## src/hw/rtl/spmqa_pkg.sv

```systemverilog
// ----------------------------------------------------------------------------
// spmqa_pkg
// Types and constants shared by the strict priority queue arbiter modules.
// ----------------------------------------------------------------------------
package spmqa_pkg;

  localparam int unsigned QIDX_W  = 3;
  localparam int unsigned FILL_W  = 5;
  localparam int unsigned PTR_W   = 4;
  localparam int unsigned PRIO_W  = 3;
  localparam int unsigned SLOT_W  = 4;
  localparam int unsigned PRIO_REG_W  = 24;
  localparam int unsigned DEPTH_REG_W = 40;
  localparam int unsigned CFG_DATA_W  = 40;
  localparam int unsigned MSG_W   = 32;
  localparam int unsigned KIND_W  = 3;

  typedef enum logic [1:0] {
    FUNC_ENQ    = 2'd0,
    FUNC_STATUS = 2'd1,
    FUNC_TICK   = 2'd2,
    FUNC_NONE   = 2'd3
  } func_e;

  typedef enum logic [2:0] {
    KIND_SEND     = 3'd0,
    KIND_OVERFLOW = 3'd1,
    KIND_RETURN   = 3'd2,
    KIND_HWM      = 3'd3,
    KIND_STATUS   = 3'd4
  } kind_e;

  typedef enum logic [0:0] {
    CFG_PRIO  = 1'b0,
    CFG_DEPTH = 1'b1
  } cfg_idx_e;

  typedef enum logic [2:0] {
    ST_IDLE,
    ST_EVAL,
    ST_WARN,
    ST_SEND,
    ST_RET,
    ST_TICK,
    ST_STERR
  } state_e;

  // controller -> datapath
  typedef struct packed {
    logic       capture;   // latch input request
    logic       push;      // write handle into queue
    logic       set_thr;   // set overflow throttle
    logic       pop;       // pop winner queue, clear throttle
    logic       go_ready;
    logic       go_wait;
    logic       tick_clr;  // clear peak of tick counter queue
    logic       tick_inc;
    logic       tick_rst;
    logic       out_load;
    kind_e      kind;
    logic       last;
  } ctrl_t;

  // datapath -> controller
  typedef struct packed {
    func_e      func;
    logic       q_valid;   // queue number in range
    logic       full;
    logic       is_buf;
    logic       ready;
    logic       found;     // a non-empty queue exists
    logic       thr_clr;   // throttle of the request queue is clear
    logic       tick_end;
    logic       out_busy;
  } stat_t;

endpackage

```

## src/hw/rtl/spmqa_ctrl.sv

```systemverilog
// ----------------------------------------------------------------------------
// spmqa_ctrl
// Sequencer: steps one request through its result phases.
// ----------------------------------------------------------------------------
module spmqa_ctrl (
  input  logic             clk_i,
  input  logic             rst_ni,
  input  logic             in_valid_i,
  output logic             in_ready_o,
  input  spmqa_pkg::stat_t stat_i,
  output spmqa_pkg::ctrl_t ctrl_o
);
  import spmqa_pkg::*;

  state_e state_q, state_d;
  logic   warn_q, warn_d;
  logic   ret_q, ret_d;

  always_ff @(posedge clk_i or negedge rst_ni) begin
    if (!rst_ni) begin
      state_q <= ST_IDLE;
      warn_q  <= 1'b0;
      ret_q   <= 1'b0;
    end else begin
      state_q <= state_d;
      warn_q  <= warn_d;
      ret_q   <= ret_d;
    end
  end

  always_comb begin
    state_d    = state_q;
    warn_d     = warn_q;
    ret_d      = ret_q;
    ctrl_o     = '0;
    ctrl_o.kind = KIND_SEND;
    in_ready_o = 1'b0;
    case (state_q)
      ST_IDLE: begin
        in_ready_o = 1'b1;
        if (in_valid_i) begin
          ctrl_o.capture = 1'b1;
          state_d = ST_EVAL;
        end
      end
      ST_EVAL: begin
        state_d = ST_IDLE;
        case (stat_i.func)
          FUNC_ENQ: begin
            if (stat_i.q_valid) begin
              warn_d = 1'b0;
              ret_d  = 1'b0;
              if (stat_i.full) begin
                ret_d = stat_i.is_buf;
              end else begin
                ctrl_o.push = 1'b1;
              end
              state_d = stat_i.full ? ST_WARN : ST_SEND;
            end
          end
          FUNC_STATUS: begin
            if (stat_i.ready) begin
              state_d = ST_STERR;
            end else if (stat_i.is_buf) begin
              // is_buf carries status_success for status requests
              ctrl_o.go_ready = 1'b1;
              ret_d = 1'b0;
              state_d = ST_SEND;
            end
          end
          FUNC_TICK: begin
            ctrl_o.tick_rst = 1'b1;
            state_d = ST_TICK;
          end
          default: state_d = ST_IDLE;
        endcase
      end
      ST_WARN: begin
        if (stat_i.thr_clr) begin
          if (!stat_i.out_busy) begin
            ctrl_o.set_thr  = 1'b1;
            ctrl_o.out_load = 1'b1;
            ctrl_o.kind     = KIND_OVERFLOW;
            ctrl_o.last     = !(stat_i.ready && stat_i.found) && !ret_q;
            state_d = ST_SEND;
          end
        end else begin
          state_d = ST_SEND;
        end
      end
      ST_SEND: begin
        if (stat_i.ready && stat_i.found) begin
          if (!stat_i.out_busy) begin
            ctrl_o.pop      = 1'b1;
            ctrl_o.go_wait  = 1'b1;
            ctrl_o.out_load = 1'b1;
            ctrl_o.kind     = KIND_SEND;
            ctrl_o.last     = !ret_q;
            state_d = ret_q ? ST_RET : ST_IDLE;
          end
        end else begin
          state_d = ret_q ? ST_RET : ST_IDLE;
        end
      end
      ST_RET: begin
        if (!stat_i.out_busy) begin
          ctrl_o.out_load = 1'b1;
          ctrl_o.kind     = KIND_RETURN;
          ctrl_o.last     = 1'b1;
          ret_d   = 1'b0;
          state_d = ST_IDLE;
        end
      end
      ST_TICK: begin
        if (!stat_i.out_busy) begin
          ctrl_o.out_load = 1'b1;
          ctrl_o.kind     = KIND_HWM;
          ctrl_o.last     = stat_i.tick_end;
          ctrl_o.tick_clr = 1'b1;
          ctrl_o.tick_inc = 1'b1;
          if (stat_i.tick_end) begin
            state_d = ST_IDLE;
          end
        end
      end
      ST_STERR: begin
        if (!stat_i.out_busy) begin
          ctrl_o.out_load = 1'b1;
          ctrl_o.kind     = KIND_STATUS;
          ctrl_o.last     = 1'b1;
          state_d = ST_IDLE;
        end
      end
      default: state_d = ST_IDLE;
    endcase
  end

`ifndef SYNTHESIS
  assert property (@(posedge clk_i) disable iff (!rst_ni)
    ctrl_o.pop |-> stat_i.ready && stat_i.found)
    else $error("pop without ready link or non-empty queue");
  assert property (@(posedge clk_i) disable iff (!rst_ni)
    ctrl_o.out_load |-> !stat_i.out_busy)
    else $error("result overwritten");
  assert property (@(posedge clk_i) disable iff (!rst_ni)
    ctrl_o.capture |=> state_q == ST_EVAL)
    else $error("captured request not evaluated");
`endif

endmodule

```

## config.mk

```make
export PLATFORM = sky130hd
export DESIGN_NAME = spmqa_ctrl
export DESIGN_NICKNAME = d
export VERILOG_FILES = /design/src/hw/rtl/spmqa_pkg.sv /design/src/hw/rtl/spmqa_ctrl.sv
export SDC_FILE = /design/constraint.sdc
export NUM_CORES = 1
export LEC_CHECK = 0
export BUFFER_PORTS_ARGS = -buffer_cell sky130_fd_sc_hd__buf_2
export CAP_MARGIN = 20
export CORE_UTILIZATION = 38
export CTS_CLUSTER_DIAMETER = 200
export DETAILED_ROUTE_END_ITERATION = 12
export GPL_TIMING_DRIVEN = 0
export PLACE_DENSITY = 0.73
export SETUP_SLACK_MARGIN = 0.3
export SLEW_MARGIN = 10
export SYNTH_ARGS = -nofsm -noshare
export SYNTH_HDL_FRONTEND = slang
export SYNTH_SLANG_ARGS = --single-unit
```

## constraint.sdc

```tcl
create_clock -name clk_i -period 1.4 [get_ports clk_i]
set_input_delay 0.07 -clock clk_i [delete_from_list [all_inputs] [get_ports clk_i]]
set_output_delay 0.07 -clock clk_i [all_outputs]
set_load 0.1 [all_outputs]
```

==> flow_metrics.tcl, run 1 <==
set metrics [dict create \
    cts_setup_buffers 12 \
    status "aborted with a tool error" \
    ctsHoldBuffers 1 \
    cts_buffer_depth 2 \
    die_y_um 38.1 \
    root_buffer "clkbuf_4" \
    toolErrorMsg "[ERROR DPL-0038] Utilization greater than 100%, impossible to legalize" \
    place_congestion 0.871 \
    io_pins 28 \
    htreeDepth 1 \
    synth_nets 84 \
    start_util 0.429 \
    place_hpwl_um 1190 \
    die_w_um 38.1 \
    postPlaceCellArea_um2 803 \
    numCtsBuffers 3 \
    ctsResizeCount 71 \
    stop_stage "clock tree synthesis" \
    syn_inst 71 \
    ys_seq_area_frac 0.202 \
    synthDistinctLibCells 34 \
    synth_top_cell_area_share 0.202 \
    io_buffer_count 26 \
    yosysWarnings 0 \
    synth_top_area_cell "dfrtp_1" \
    cts.sinks 4 \
    synth_area_um2 495 \
    synthTopCellsByArea "dfrtp_1, nor2_1, nand2b_1" \
    synth_area_per_cell_um2 6.98 \
    num_rows 12 \
    synth_seq_cells 4 \
]
## Yosys cell counts, drive strengths merged
cell	n
a2111oi	1
a211o	1
a21oi	5
a32oi	1
a41oi	1
and2	2
and3	2
buf	4
clkbuf	2
dfrtp	4
inv	5
mux2	1
mux2i	1
nand2	5
nand2b	4
nand3b	1
nand4	1
nand4b	1
nor2	7
nor2b	2
nor3	5
nor4	1
o211ai	1
o21a	1
o21ai	6
o221ai	1
o22ai	1
o311ai	1
o41ai	1
or2	1
or4b	1
## logic make-up after synthesis
group                  Yosys count  synth area share
DFF                              4             0.202
muxes                            2            0.0429
and+or+nand+nor                 33             0.366
AOI/OAI and AO/OA               21             0.285
buffers and inverters           11             0.104
## through the flow
stage          setup slack, ns  instances
2_1_floorplan           -0.742         71
3_3_place_gp            -0.382        111
3_5_place_dp            -0.422        111
==> run 2, diff against run 1 <==
--- a/config.mk
+++ b/config.mk
@@ -7,12 +7,11 @@
 export LEC_CHECK = 0
 export BUFFER_PORTS_ARGS = -buffer_cell sky130_fd_sc_hd__buf_2
 export CAP_MARGIN = 20
-export CORE_UTILIZATION = 38
-export CTS_CLUSTER_DIAMETER = 200
+export CORE_AREA = 2 2 63 65
 export DETAILED_ROUTE_END_ITERATION = 12
+export DIE_AREA = 0 0 65 67
 export GPL_TIMING_DRIVEN = 0
-export PLACE_DENSITY = 0.73
-export SETUP_SLACK_MARGIN = 0.3
+export PLACE_DENSITY_LB_ADDON = 0.15
 export SLEW_MARGIN = 10
 export SYNTH_ARGS = -nofsm -noshare
 export SYNTH_HDL_FRONTEND = slang
==> constraint.sdc (replaced) <==
create_clock -name clk_i -period 1.8 [get_ports clk_i]
set_input_delay 0.09 -clock clk_i [delete_from_list [all_inputs] [get_ports clk_i]]
set_output_delay 0.09 -clock clk_i [all_outputs]
set_load 0.1 [all_outputs]
==> run 2 against run 1 <==
The run now ends clean; area after synthesis did not move; synthesized cell count is the same.
==> flow_metrics.tcl, run 2 <==
set metrics [dict create \
    syn_inst 71 \
    critical-path-top-delay-family "simple AND/OR/NAND/NOR gates" \
    ys_seq_area_frac 0.202 \
    grt_max_degree 11 \
    die_w_um 65 \
    required_ns 1.71 \
    clkPwrFrac 0.119 \
    hold_path_class "input port to async pin" \
    synth_seq_cells 4 \
    synth_edf_count 0 \
    cts_tree "yes" \
    synth_top_cell_area_share 0.202 \
    nets 116 \
    worstSkewPairLatency_ns 0.21 \
    placed_cells 145 \
    cts.sinks 4 \
    path_cells "or4b_4 > nor3_4 > buf_12" \
    end_kind "primary output" \
    r2r_slack_ns 0.18 \
    internal-power_uw 610 \
    synthDistinctLibCells 34 \
    comb_power_share 0.760 \
    maxCapViolCount 0 \
    reg2reg_to "ret_q$_DFFE_PN0P_" \
    grt_overflow 0 \
    synthTopCellsByCount "nor2_1, inv_1, nand2_1, nor3_1" \
    final_common_cell "buf_2" \
    status "completed" \
    synth-async-reset-ratio 1.00 \
    synth_nets 84 \
    clk_pin_slew_ns 0.03 \
    max_freq_mhz 560 \
    critPathMaxFanout 8 \
    postRouteAntennaNets 0 \
    numCtsBuffers 3 \
    p_sw_uw 957 \
    wirelength_um 1830 \
    crit_type "flop to primary output" \
    cpMaxStageDelayCell "or4b_4" \
    design.die.area_um2 4360 \
    worstSetupPathDepth 3 \
    yosysWarnings 0 \
    cp.arrival_ns 1.70 \
    cts_setup_buffers 0 \
    power_per_cell_area_nw_per_um2 1680 \
    final_cells 149 \
    synth_area_per_cell_um2 6.98 \
    p_leak_uw 0.000403 \
    synth_top_area_cell "dfrtp_1" \
    path_buf_inv 1 \
    worstReg2RegStart "state_q[2]$_DFFE_PN0P_" \
    grt_pass1_vias 630 \
    largest_registers "state_q x3, ret_q x1" \
    layout-drive-gt1-share 0.515 \
    swShare 0.610 \
    pwr-share-seq 0.121 \
    grt_pass1_wl_um 3020 \
    grt_usage 0.0910 \
    route.detailed.drc 0 \
    start_kind "flop" \
    synth_ff_type "dfrtp_1" \
    drv_slew 0 \
    period_share 0.992 \
    io_buffer_count 26 \
    detail_route.wl_per_cell_um 12.2 \
    place_hpwl_um 1460 \
    drt-initial-drc-count 21 \
    antenna_found_initial 0 \
    place_congestion 0.763 \
    antennaDiodeCount 0 \
    hold_viol 0 \
    ff2ff_path_depth 4 \
    vias 648 \
    via_per_inst 4.35 \
    start_util 0.137 \
    synth_most_common_cell "nor2_1" \
    rsz0062_at_grt "yes" \
    tightestPinTransition_ns 0.732 \
    synthTopCellsByArea "dfrtp_1, nor2_1, nand2b_1" \
    slew-limit-headroom 0.512 \
    die_y_um 67 \
    max-vdd-ir-drop_v 0.000361 \
    largest_reg_flops 3 \
    layout_common_cells "buf_2, clkbuf_4, inv_1, nand2_1" \
    min_period_ns 1.79 \
    regMostFlops "state_q" \
    setup_viol 0 \
    cts_buffer_depth 2 \
    syn_to_final_growth_pct 88.4 \
    critPathMaxStageDelay_ns 0.60 \
    htreeDepth 1 \
    core_region_area_um2 3610 \
    io_pins 28 \
    root_buffer "clkbuf_8" \
    skew_ns 0.00262 \
    hold_ws_ns 0.214 \
    synth_area_um2 495 \
    dr.pass1.iters 2 \
    num_rows 22 \
]
==> run 2: what timing repair did <==
| item | in CTS | in global routing |
|---|---|---|
| pin swaps | 1 | 1 |
| setup endpoints to repair | 8 | 8 |
| resized for setup | 14 | 10 |
| hold buffers | 1 | 0 |
| hold endpoints to repair | 4 | 0 |
==> run 2: power groups by stage <==
stage / registers (uW) / clock network, uW / logic [uW]
global placement: 188 / 0 / 1140
CTS: 188 / 193 / 1170
detailed placement: 185 / 0 / 1140
floorplan: 164 / 0 / 962
finish: 190 / 187 / 1190
global route: 194 / 197 / 1260
==> run 2: metal layers <==
metal / global-route usage / vias up / wire length, um
met5: 0 / - / 0
met3: 0.0152 / 0 / 90
met4: 0.0399 / 0 / 0
met1: 0.111 / 313 / 835
met2: 0.156 / 14 / 899
li1: - / 321 / -
==> run 2: worst register-to-register path, stage by stage (launching register included) <==
cell and delay [ns]:
dfrtp_2 0.46, or4b_4 0.60, a21oi_2 0.16, nor2_1 0.06, a211o_1 0.22
==> run 2: layout make-up <==
type | count | area (um^2)
Inverter | 5 | 18.8
Tap cell | 48 | 60.1
Multi-Input combinational cell | 56 | 444
Timing Repair Buffer | 27 | 200
Fill cell | 410 | 2670
Buffer | 6 | 67.6
Sequential cell | 4 | 101
Clock buffer | 3 | 41.3
==> run 2: stage by stage <==
stage	worst slack, ns	util	cell area (um^2)	setup TNS (ns)	power [uW]
floorplan	-0.362	-	618	-1.41	1130
global placement	0.00143	0.224	808	0	1320
detailed placement	0.00750	0.224	808	0	1320
CTS	-0.00777	0.250	901	-0.0112	1550
global route	-0.0495	0.259	933	-0.0495	1650
finish	0.0146	0.259	933	0	1570
==> run 2: cell families (layout without fill, tap and decap cells) <==
| logic type | Yosys count | after routing | share of synthesized area |
|---|---|---|---|
| simple gates | 33 | 33 | 0.366 |
| buf+inv | 11 | 41 | 0.104 |
| flops | 4 | 4 | 0.202 |
| mux | 2 | 2 | 0.0429 |
| compound gates | 21 | 21 | 0.285 |
==> run 2: how the worst max path moves through the flow <==
stage / slack, ns / startpoint / endpoint
after CTS: -0.008 / state_q[2]$_DFFE_PN0P_ / ctrl_o[12]
final: 0.01 / state_q[2]$_DFFE_PN0P_ / ctrl_o[12]
after detailed placement: 0.007 / state_q[2]$_DFFE_PN0P_ / ctrl_o[12]
after floorplan: -0.36 / state_q[2]$_DFFE_PN0P_ / ctrl_o[10]
after global placement: 0.001 / state_q[2]$_DFFE_PN0P_ / ctrl_o[12]
after global routing: -0.05 / state_q[2]$_DFFE_PN0P_ / ctrl_o[12]
Note: power is estimated with default switching activity, not from simulation.
==> run 3, diff against run 2 <==
==> constraint.sdc (replaced) <==
create_clock -name clk_i -period 1.8 [get_ports clk_i]
set_input_delay 0.09 -clock clk_i [delete_from_list [all_inputs] [get_ports clk_i]]
set_output_delay 0.09 -clock clk_i [all_outputs]
set_load 0.01 [all_outputs]
==> run 3 against run 2 <==
Routed wire length is 4.1% lower; critical path depth is 2 higher; power is 39% lower; critical path type unchanged; largest power group unchanged.
==> flow_metrics.tcl, run 3 (same netlist as run 2, synthesis figures left out) <==
set metrics [dict create \
    status "completed" \
    power_per_cell_area_nw_per_um2 1260 \
    grt_pass1_vias 629 \
    max_freq_mhz 587 \
    critPathMaxStageDelay_ns 0.44 \
    cts.sinks 4 \
    via_per_inst 4.30 \
    swShare 0.470 \
    p_leak_uw 0.000371 \
    layout_common_cells "buf_2, nor2_1, nor3_1, inv_1, nand2_1" \
    cp.arrival_ns 1.61 \
    htreeDepth 1 \
    internal-power_uw 506 \
    detail_route.wl_per_cell_um 11.8 \
    place_hpwl_um 1400 \
    crit_type "flop to primary output" \
    vias 640 \
    drt-initial-drc-count 42 \
    largest_reg_flops 3 \
    hold_path_class "input port to async pin" \
    start_kind "flop" \
    nets 116 \
    drv_slew 0 \
    core_region_area_um2 3610 \
    design.die.area_um2 4360 \
    regMostFlops "state_q" \
    antennaDiodeCount 0 \
    io_pins 28 \
    postRouteAntennaNets 0 \
    fin_util 0.211 \
    antenna_found_initial 0 \
    root_buffer "clkbuf_8" \
    die_w_um 65 \
    required_ns 1.71 \
    maxCapViolCount 0 \
    syn_to_final_growth_pct 53.3 \
    skew_ns 0.00104 \
    final_common_cell "buf_2" \
    critPathMaxFanout 8 \
    grt_pass1_wl_um 2850 \
    worstSkewPairLatency_ns 0.21 \
    num_rows 22 \
    place_congestion 0.764 \
    die_y_um 67 \
    period_share 0.946 \
    clkPwrFrac 0.195 \
    cts_buffer_depth 2 \
    start_util 0.137 \
    crit_top_cell "o21ai_2" \
    layout-drive-gt1-share 0.426 \
    clk_pin_slew_ns 0.03 \
    cts_tree "yes" \
    tightestPinTransition_ns 0.503 \
    path_buf_inv 1 \
    largest_registers "state_q x3, ret_q x1" \
    grt_overflow 0 \
    grt_usage 0.0858 \
    pwr-share-seq 0.186 \
    setup_viol 0 \
    max-vdd-ir-drop_v 0.000341 \
    end_kind "primary output" \
    io_buffer_count 26 \
    grt_max_degree 11 \
    cpMaxStageDelayCell "dfrtp_2" \
    path_cells "and2_1 > o21ai_2 > o21ai_2 > a2111oi_2 > buf_2" \
    total_power_uw 955 \
    route.detailed.drc 0 \
    critical-path-top-delay-family "compound AO/OA/AOI/OAI gates" \
    dr.pass1.iters 4 \
    slew-limit-headroom 0.665 \
    numCtsBuffers 3 \
    comb_power_share 0.619 \
    min_period_ns 1.70 \
    wirelength_um 1750 \
    p_sw_uw 449 \
    hold_viol 0 \
]
-- run 3: cell types whose count changed in the layout (fill, tap and decap cells not counted), moves of 3 or more --
| cell | delta |
|---|---|
| nor3_4 | -4 |
| nor2_1 | +3 |
| nor3_1 | +4 |
| buf_12 | -3 |
| buf_6 | -4 |
| buf_2 | +13 |
| clkbuf_4 | -5 |
| nor2_2 | -3 |
-- run 3: routing by layer --
| layer | global-route usage | part of all wire |
|---|---|---|
| met5 | 0 | 0 |
| met2 | 0.148 | 0.46 |
| met3 | 0.0186 | 0.079 |
| met4 | 0.0399 | 0.0034 |
| met1 | 0.101 | 0.45 |
-- run 3: power groups by stage --
stage          combinational [uW]  sequential, uW  clock [uW]
2_1_floorplan                 384             161           0
3_3_place_gp                  558             177           0
3_5_place_dp                  558             175           0
4_1_cts                       568             174         193
5_1_grt                       657             185         202
6_report                      591             177         187
-- run 3: worst reg2reg max path, cell delays in order (launching register included) --
cell     delay [ns]
dfrtp_2        0.44
or4b_4         0.59
a21oi_2        0.16
nor2_1         0.06
a211o_1        0.22
-- run 3: what timing repair did --
action                                 4_1_cts  5_1_grt
hold buffers                                 1        0
setup endpoints to repair                    3        2
gates resized for setup                      2        5
endpoints found under the hold margin        4        0
setup buffers                                0        0
-- run 3: final timing paths --
check                      cells past startpoint                   start                      to  slack [ns]
min reg2reg                                    3       ret_q$_DFFE_PN0P_       ret_q$_DFFE_PN0P_        0.67
max                                            5  state_q[2]$_DFFE_PN0P_               ctrl_o[4]         0.1
min                                            2                  rst_ni  state_q[0]$_DFFE_PN0P_        0.21
max reg2reg                                    4  state_q[2]$_DFFE_PN0P_       ret_q$_DFFE_PN0P_        0.21
min in group clk_i                             4               stat_i[5]       ret_q$_DFFE_PN0P_        0.27
max in group asynchronous                      2                  rst_ni  state_q[2]$_DFFE_PN0P_        1.46
-- run 3: layout make-up --
type	count	area, um^2
sequential	4	101
multi-input combinational	56	364
clock buffer	3	41.3
fill	415	2850
buffer	6	33.8
inverter	5	18.8
tap	48	60.1
timing repair buffer	27	140
-- run 3: stage by stage --
step	instance area [um^2]	setup slack [ns]	TNS [ns]	std cells	hold WS [ns]
2_1_floorplan	495	0.227	0	71	-0.206
3_3_place_gp	686	0.152	0	145	-0.100
3_5_place_dp	686	0.165	0	145	-0.102
4_1_cts	739	0.00399	0	149	0.209
5_1_grt	759	-0.0213	-0.0213	149	0.230
6_report	759	0.0964	0	149	0.207
==> run 4, diff against run 3 <==
--- a/config.mk
+++ b/config.mk
@@ -5,6 +5,7 @@
 export SDC_FILE = /design/constraint.sdc
 export NUM_CORES = 1
 export LEC_CHECK = 0
+export ABC_AREA = 1
 export BUFFER_PORTS_ARGS = -buffer_cell sky130_fd_sc_hd__buf_2
 export CAP_MARGIN = 20
 export CORE_AREA = 2 2 63 65
==> run 4 against run 3 <==
Via count grew 15%; cell area grew 9.1%; clock-buffer cell count is the same; cell count grew 26%; clock power is essentially flat; non-clock buffer count shrank 1; sequential cell count is the same; critical path depth grew 3; critical path type unchanged; critical endpoint is now ctrl_o[0].
==> flow_metrics.tcl, run 4 <==
set metrics [dict create \
    place_congestion 0.770 \
    die_y_um 67 \
    final_cells 187 \
    rsz0062_at_grt "no" \
    start_kind "flop" \
    root_buffer "clkbuf_8" \
    vias 735 \
    num_rows 22 \
    end_kind "primary output" \
    hold_path_class "input port to async pin" \
    layout_common_cells "nand2_1, buf_2, nor2_1" \
    top_layer_used "met3" \
    synth_nets 122 \
    io_pins 28 \
    fillers 433 \
    synth_ff_type "dfrtp_1" \
    wl_met2_um 812 \
    status "completed" \
    synthDistinctLibCells 21 \
    regMostFlops "state_q" \
    wl_met1_um 805 \
    required_ns 1.71 \
    route.met3.wl_um 86 \
    tightestPinTransition_ns 0.274 \
    ys_seq_area_frac 0.171 \
    dr.pass1.iters 4 \
    fin_area_um2 828 \
    nets 154 \
    critical-path-top-delay-family "simple AND/OR/NAND/NOR gates" \
    drv_slew 0 \
    placed_cells 183 \
    grt_usage 0.0876 \
    path_cells "inv_2 > nand2_1 > nor2_1 > nand3_2 > nor2_1 > o21bai_1 > nand2_1 > buf_2" \
    synth_top_cell_area_share 0.224 \
    max_freq_mhz 647 \
    synth_area_per_cell_um2 5.38 \
    synth_most_common_cell "nand2_1" \
    start_util 0.163 \
    crit_type "flop to primary output" \
    timing.setup.tns_ns 0 \
    io_buffer_count 26 \
    setup_viol 0 \
    maxCapViolCount 0 \
    htreeDepth 1 \
    synth_seq_cells 4 \
    reg2reg_to "ret_q$_DFFE_PN0P_" \
    design.die.area_um2 4360 \
    period_share 0.859 \
    via_per_inst 3.93 \
    path_buf_inv 2 \
    antenna_found_initial 0 \
    synth_top_area_cell "nand2_1" \
    cts_tree "yes" \
    worstReg2RegStart "state_q[1]$_DFFE_PN0P_" \
    power_per_cell_area_nw_per_um2 1190 \
    min_period_ns 1.55 \
    core_region_area_um2 3610 \
    drt-initial-drc-count 24 \
    wirelength_um 1700 \
    largest_registers "state_q x3, ret_q x1" \
    numCtsBuffers 3 \
    worstSkewPairLatency_ns 0.22 \
    grt_overflow 0 \
    largest_reg_flops 3 \
    die_w_um 65 \
    synthTopCellsByArea "nand2_1, dfrtp_1, nor2_1" \
    max-vdd-ir-drop_v 0.000460 \
    cts_buffer_depth 2 \
    slew-limit-headroom 0.816 \
    postPlaceCellArea_um2 777 \
    clk_pin_slew_ns 0.03 \
    ff2ff_path_depth 9 \
    antennaDiodeCount 0 \
    grt_pass1_wl_um 2990 \
    syn_inst 109 \
    ctsResizeCount 0 \
    critPathMaxFanout 7 \
    r2r_slack_ns 0.51 \
    cpMaxStageDelayCell "dfrtp_1" \
    grt_max_degree 11 \
    synth-async-reset-ratio 1.00 \
    hold_ws_ns 0.202 \
    synthTopCellsByCount "nand2_1, nor2_1, inv_1" \
    grt_pass1_vias 710 \
    detail_route.wl_per_cell_um 9.11 \
    skew_ns 0.00181 \
    layout-drive-gt1-share 0.324 \
    hold_viol 0 \
    route.detailed.drc 0 \
    synth_edf_count 0 \
    final_common_cell "nand2_1" \
    cp.arrival_ns 1.46 \
    synth_area_um2 587 \
    postRouteAntennaNets 0 \
    syn_to_final_growth_pct 41.2 \
    p_leak_uw 0.000505 \
    cts.sinks 4 \
    place_hpwl_um 1450 \
    yosysWarnings 0 \
    critPathMaxStageDelay_ns 0.45 \
]
-- run 4: cell count changes in the layout (fill, tap and decap cells not counted), moves of 3 or more --
cell | previous run | this run
inv_1 | 5 | 13
inv_2 | 0 | 3
nand2_1 | 5 | 35
nand2_2 | 0 | 3
nand2b_1 | 4 | 0
nand3_1 | 0 | 7
nor2_1 | 7 | 18
-- run 4: report_power, final --
| part | leakage, uW | internal, uW | switching, uW |
|---|---|---|---|
| clock network | 0.0000216 | 142 | 45.0 |
| registers | 0.0000519 | 132 | 42.3 |
| logic | 0.000431 | 219 | 404 |
| total | 0.000505 | 493 | 491 |
-- run 4: timing repair --
action,in CTS,in global routing
hold buffers,1,0
setup endpoints to repair,0,0
buffers inserted,0,0
hold endpoints to repair,4,0
-- run 4: cell families (layout without fill, tap and decap cells) --
family,after synthesis,count (layout),share of synthesized area
AOI/OAI and AO/OA,9,9,0.0874
buffers and inverters,21,51,0.168
DFF,4,4,0.171
and+or+nand+nor,75,75,0.574
-- run 4: worst reg2reg max path: cells and delay by family, from the launching register on --
kind / cells / cell delay (ns)
simple gates: 6 / 0.47
flops: 1 / 0.36
buf+inv: 3 / 0.35
-- run 4: stage by stage --
step / setup WS (ns) / util / total power (uW)
floorplan: 0.563 / - / 619
global placement: 0.478 / 0.215 / 809
detailed placement: 0.485 / 0.215 / 808
CTS: 0.248 / 0.230 / 1010
global route: 0.0362 / 0.230 / 1110
finish: 0.255 / 0.230 / 984
-- run 4: how the worst max path moves through the flow --
| stage | cells after the start | end | start |
|---|---|---|---|
| finish | 8 | ctrl_o[0] | state_q[0]$_DFFE_PN0P_ |
| global route | 8 | ctrl_o[4] | state_q[0]$_DFFE_PN0P_ |
| global placement | 8 | ctrl_o[4] | state_q[0]$_DFFE_PN0P_ |
| detailed placement | 8 | ctrl_o[0] | state_q[0]$_DFFE_PN0P_ |
| CTS | 8 | ctrl_o[0] | state_q[0]$_DFFE_PN0P_ |
| floorplan | 5 | ctrl_o[4] | state_q[0]$_DFFE_PN0P_ |
-- run 4: per-layer routing --
layer,GRT usage,vias to the layer above
li1,-,397
met1,0.110,321
met2,0.144,17
met3,0.0118,0
met4,0.0479,0
met5,0,-
-- run 4: final cells by class --
type | count | area (um^2) | area share
Tap cell | 48 | 60.1 | 0.0725
Multi-Input combinational cell | 84 | 388 | 0.468
Buffer | 5 | 38.8 | 0.0468
Timing Repair Buffer | 27 | 140 | 0.169
Inverter | 16 | 60.1 | 0.0725
Sequential cell | 4 | 100 | 0.121
Clock buffer | 3 | 41.3 | 0.0498
